File: config.mk
export PLATFORM = sky130hd
export DESIGN_NAME = mpc_mac
export DESIGN_NICKNAME = d
export VERILOG_FILES = /design/src/hw/rtl/mpc_pkg.sv /design/src/hw/rtl/mpc_mac.sv
export SDC_FILE = /design/constraint.sdc
export NUM_CORES = 2
export LEC_CHECK = 0
export BUFFER_PORTS_ARGS = -buffer_cell sky130_fd_sc_hd__buf_2
export CORE_MARGIN = 1.5
export CORE_UTILIZATION = 53
export DETAILED_ROUTE_END_ITERATION = 6
export PLACE_DENSITY_LB_ADDON = 0.1
export REMOVE_ABC_BUFFERS = 1
export SYNTH_ARGS = -nofsm -noshare
export SYNTH_HDL_FRONTEND = slang
export SYNTH_SLANG_ARGS = --single-unit
File: constraint.sdc
create_clock -name clk -period 4.7 [get_ports clk]
set_input_delay 0.47 -clock clk [delete_from_list [all_inputs] [get_ports clk]]
set_output_delay 0.47 -clock clk [all_outputs]
set_load 0.1 [all_outputs]
File: src/hw/rtl/mpc_pkg.sv
// shared types and constants of the mahalanobis pixel classifier
package mpc_pkg;

	// item field widths
	localparam int REQ_TYPE_W = 1;
	localparam int CLASS_W    = 5;
	localparam int PIDX_W     = 4;
	localparam int PVAL_W     = 40;
	localparam int PIX_W      = 8;
	localparam int LABEL_W    = 5;
	localparam int CFG_W      = 6;
	localparam int MEAN_W     = 16;

	// request codes
	localparam logic [REQ_TYPE_W-1:0] REQ_LOAD     = 1'b0;
	localparam logic [REQ_TYPE_W-1:0] REQ_CLASSIFY = 1'b1;

	// parameter word indexes: means first, then the 3x3 matrix row-major
	localparam logic [PIDX_W-1:0] PIDX_COV_FIRST = 4'd3;
	localparam logic [PIDX_W-1:0] PIDX_END       = 4'd12;

	// datapath widths
	localparam int D_W      = 17;   // signed 8.8 difference
	localparam int Q_W      = 34;   // product of two differences
	localparam int MUL_A_W  = 35;
	localparam int MUL_B_W  = 21;
	localparam int PROD_W   = MUL_A_W + MUL_B_W;
	localparam int ACC_W    = 80;
	localparam int HI_SHIFT = 20;   // coefficient split point

	// control of the shared multiply-accumulate unit
	typedef struct packed {
		logic mul_en;    // capture a new product
		logic acc_clr;   // start a new quadratic form
		logic lo_next;   // add the product next cycle as is
		logic hi_next;   // add the product next cycle shifted by HI_SHIFT
	} mac_ctrl_t;

endpackage

File: src/hw/rtl/mpc_mac.sv
// shared signed multiplier with product register and wide accumulator
module mpc_mac (
	input  logic                                clk,
	input  logic                                arst_n,
	input  mpc_pkg::mac_ctrl_t                  ctrl,
	input  logic signed [mpc_pkg::MUL_A_W-1:0]  a,
	input  logic signed [mpc_pkg::MUL_B_W-1:0]  b,
	output logic signed [mpc_pkg::PROD_W-1:0]   prod,
	output logic signed [mpc_pkg::ACC_W-1:0]    acc
);

	logic signed [mpc_pkg::PROD_W-1:0] prod_q;
	logic signed [mpc_pkg::ACC_W-1:0]  acc_q;
	logic signed [mpc_pkg::ACC_W-1:0]  prod_ext;
	logic signed [mpc_pkg::ACC_W-1:0]  addend;
	logic                              lo_pend_q;
	logic                              hi_pend_q;

	// product register
	always_ff @(posedge clk) begin
		if (ctrl.mul_en) begin
			prod_q <= a * b;
		end
	end

	// pending add flags, registered alongside the product
	always_ff @(posedge clk or negedge arst_n) begin
		if (!arst_n) begin
			lo_pend_q <= 1'b0;
			hi_pend_q <= 1'b0;
		end else begin
			lo_pend_q <= ctrl.lo_next;
			hi_pend_q <= ctrl.hi_next;
		end
	end

	// sign-extend and align the pending partial product
	assign prod_ext = mpc_pkg::ACC_W'(prod_q);
	assign addend   = hi_pend_q ? (prod_ext <<< mpc_pkg::HI_SHIFT) : prod_ext;

	// accumulator
	always_ff @(posedge clk) begin
		if (ctrl.acc_clr) begin
			acc_q <= '0;
		end else if (lo_pend_q || hi_pend_q) begin
			acc_q <= acc_q + addend;
		end
	end

	assign prod = prod_q;
	assign acc  = acc_q;

endmodule

==> results.toml <==
[outcome]
status = "finished, violations left"
violations = "setup timing"

[clock_network]
cts_tree = "done"
clock_path_buffers = 2
path_clk_slew_ps = 70
clock_latency_ps = 460
h-tree-depth = 4
cts-root-buf = "clkbuf_16"
cts_buffers = 17
clock-sinks = 138

[grt]
grt_antenna_before_repair = 1
overflow = 0
grt_pass1_vias = 31308
grt_first_pass_wirelength_um = 171000
grt_max_degree = 58
grt_use_total = 0.316

[logic_synthesis]
synth_edf_count = 56
synth-main-ff-cell = "dfxtp_1"
ys_ff_latch = 138
avgSynthCellArea_sq_um = 8.67
ys_warn_count = 0
synthArstFlopShare = 0.0145
netlist_area_sq_mm = 0.0356
seq_area_frac_synth = 0.0935
synth_cell_type_count = 82
netlist_instances = 4113

[flow_run]
max-cap-violations = 0

[timing]
setup_ws_ps = -1990
tns_ps = -65070
drv_slew = 0
worst_slew_pin_slew_ps = 832
max_freq_mhz = 149
relSlewSlack = 0.431
skew_ps = 17.8
final_hold_viol_count = 0
setup_viol = 46
rsz0062_at_grt = "yes"
period_share = 1.42
fin_crit_ps = 6690

[drt]
viasPerCell = 5.40
wl_um = 106000
wire_per_inst_um = 19.3
drtIter0Drc = 2048
drcViolationCount = 0
drt_pre_antenna_iters = 5
drtAntennaViolNets = 0
vias = 29583

[placed_design]
place_area_sq_mm = 0.0403
dp_hpwl_um = 86000
pre_cts_slack_ps = -2870
portBuffers = 197
place.gp.congestion = 0.946

[hold_path]
min_to = "lo_pend_q"
holdCritStartpoint = "ctrl[1]"
min_path_cells = 1
hp-class = "in2reg"

[layout]
nNetsFinal = 5602
drive_gt1_frac = 0.209
fillers = 5674
area_growth_pct = 20.4
design_area_sq_mm = 0.0429

[worst_setup_path]
r2r.worst_path.cells = 13
cp_max_fo = 5
timing_worst_setup_path_type = "in2reg"
cp.required_ps = 5030
start_kind = "input port"
rrSetupSlack_ps = 340
timing.rr.end = "acc[77]"
r2r_start = "hi_pend_q"
end_kind = "register"
crit_arrival_ps = 7020

[die]
dieArea_sq_mm = 0.0688
core_sq_mm = 0.0662
initial_utilization = 0.538
ioPinCount = 198
die_w_um = 262
die_h_um = 262
rows = 94
[worst max-delay path, cell delays in order]
cell and delay (ps):
buf_12 120, buf_4 160, buf_4 140, nand2_1 70, fa_1 470, fa_2 510, fa_1 530, inv_1 60
fa_2 600, fa_2 440, fa_1 510, inv_1 50, fa_2 590, inv_2 60, ha_4 160, a211o_1 290
a21oi_2 170, and3_4 210, a211o_1 150, a311o_1 240, a31oi_2 130, buf_4 160, a21o_4 220, a2111o_1 420
nand3_2 80
[cell families (layout without fill, tap and decap cells)]
family,after synthesis,after routing,share of synthesized area
AOI/OAI and AO/OA,559,559,0.102
xor gates and xnor gates,95,95,0.0233
adders and majority gates,944,944,0.484
buffers and inverters,1052,1548,0.111
DFF,138,138,0.0935
muxes,39,39,0.0122
other,0,1,0
and+or+nand+nor,1286,1286,0.173
[through the flow]
stage / utilization / cells / hold slack, ps
3_5_place_dp: 0.609 / 5389 / 259
6_report: 0.648 / 5474 / 126
3_3_place_gp: 0.609 / 5389 / 255
4_1_cts: 0.642 / 5459 / 104
5_1_grt: 0.648 / 5473 / 109
2_1_floorplan: - / 3902 / 174
[cells in the mapped netlist (31+ instances only)]
master      n  area, sq um
dfxtp_1    80         1600
nand3_1    42          210
a21o_1     77          578
o21ai_0    77          385
ha_1      218         2730
a21oi_1   196          981
mux2_2     35          394
fa_1      726        14500
clkbuf_1  199          747
o21bai_1   31          233
xnor2_1    68          596
inv_1     839         3150
nor2b_1    41          257
nand2_1   600         2250
edfxtp_1   56         1680
nor2_1    129          484
and2_1    322         2010
[per-layer routing]
layer | wire length, um | track usage | vias up
met3 | 7200 | 0.0370 | 170
met4 | 2840 | 0.0864 | 0
li1 | - | - | 13617
met2 | 50300 | 0.531 | 1042
met5 | 0 | 0 | -
met1 | 45300 | 0.435 | 14754
[registers in the layout (all words and copies together) (netlist names)]
register / cells
acc: 80
prod: 56
hi_pend_q: 1
lo_pend_q: 1
[cells in the final DEF, fill, tap and decap left out, types with 32 or more instances in the layout]
master | synthesis | final
a21o_1 | 77 | 75
a21oi_1 | 196 | 170
and2_1 | 322 | 298
buf_2 | 6 | 160
buf_4 | 0 | 418
buf_6 | 0 | 55
dfxtp_1 | 80 | 80
edfxtp_1 | 56 | 56
fa_1 | 726 | 693
fa_2 | 0 | 33
ha_1 | 218 | 189
inv_1 | 839 | 808
inv_2 | 1 | 32
mux2_2 | 35 | 35
nand2_1 | 600 | 593
nand3_1 | 42 | 41
nor2_1 | 129 | 121
nor2b_1 | 41 | 41
o21ai_0 | 77 | 63
xnor2_1 | 68 | 61
[layout make-up]
type	instances	area [sq um]	share of cell area
multi-input combinational	2923	29400	0.684
timing repair buffer	675	5380	0.125
sequential	138	3330	0.0777
inverter	841	3160	0.0736
tap	864	1080	0.0252
clock buffer	23	490	0.0114
clock inverter	9	111	0.00259
antenna	1	2.50	0.0000583
[worst max-delay path by stage]
stage | startpoint | endpoint | slack, ps | cells past startpoint
3_3_place_gp | b[6] | prod[25] | -2780 | 26
3_5_place_dp | b[6] | prod[52] | -2870 | 27
5_1_grt | a[9] | prod[48] | -2170 | 27
2_1_floorplan | b[20] | prod[52] | -2250 | 22
6_report | b[8] | prod[50] | -1990 | 25
4_1_cts | a[13] | prod[52] | -1990 | 26
[repair_timing]
item                                    4_1_cts  5_1_grt
resized for setup                           297       84
hold buffers                                  1        0
pin swaps                                   122       65
endpoints found under the hold margin         2        0
endpoints found under the setup margin       48       48
cloned                                        4        0
buffers inserted                             34       18
Power is left out: the tool's default activity adds up to more than one toggle a clock period on the data nets, which glitch-free logic cannot reach.
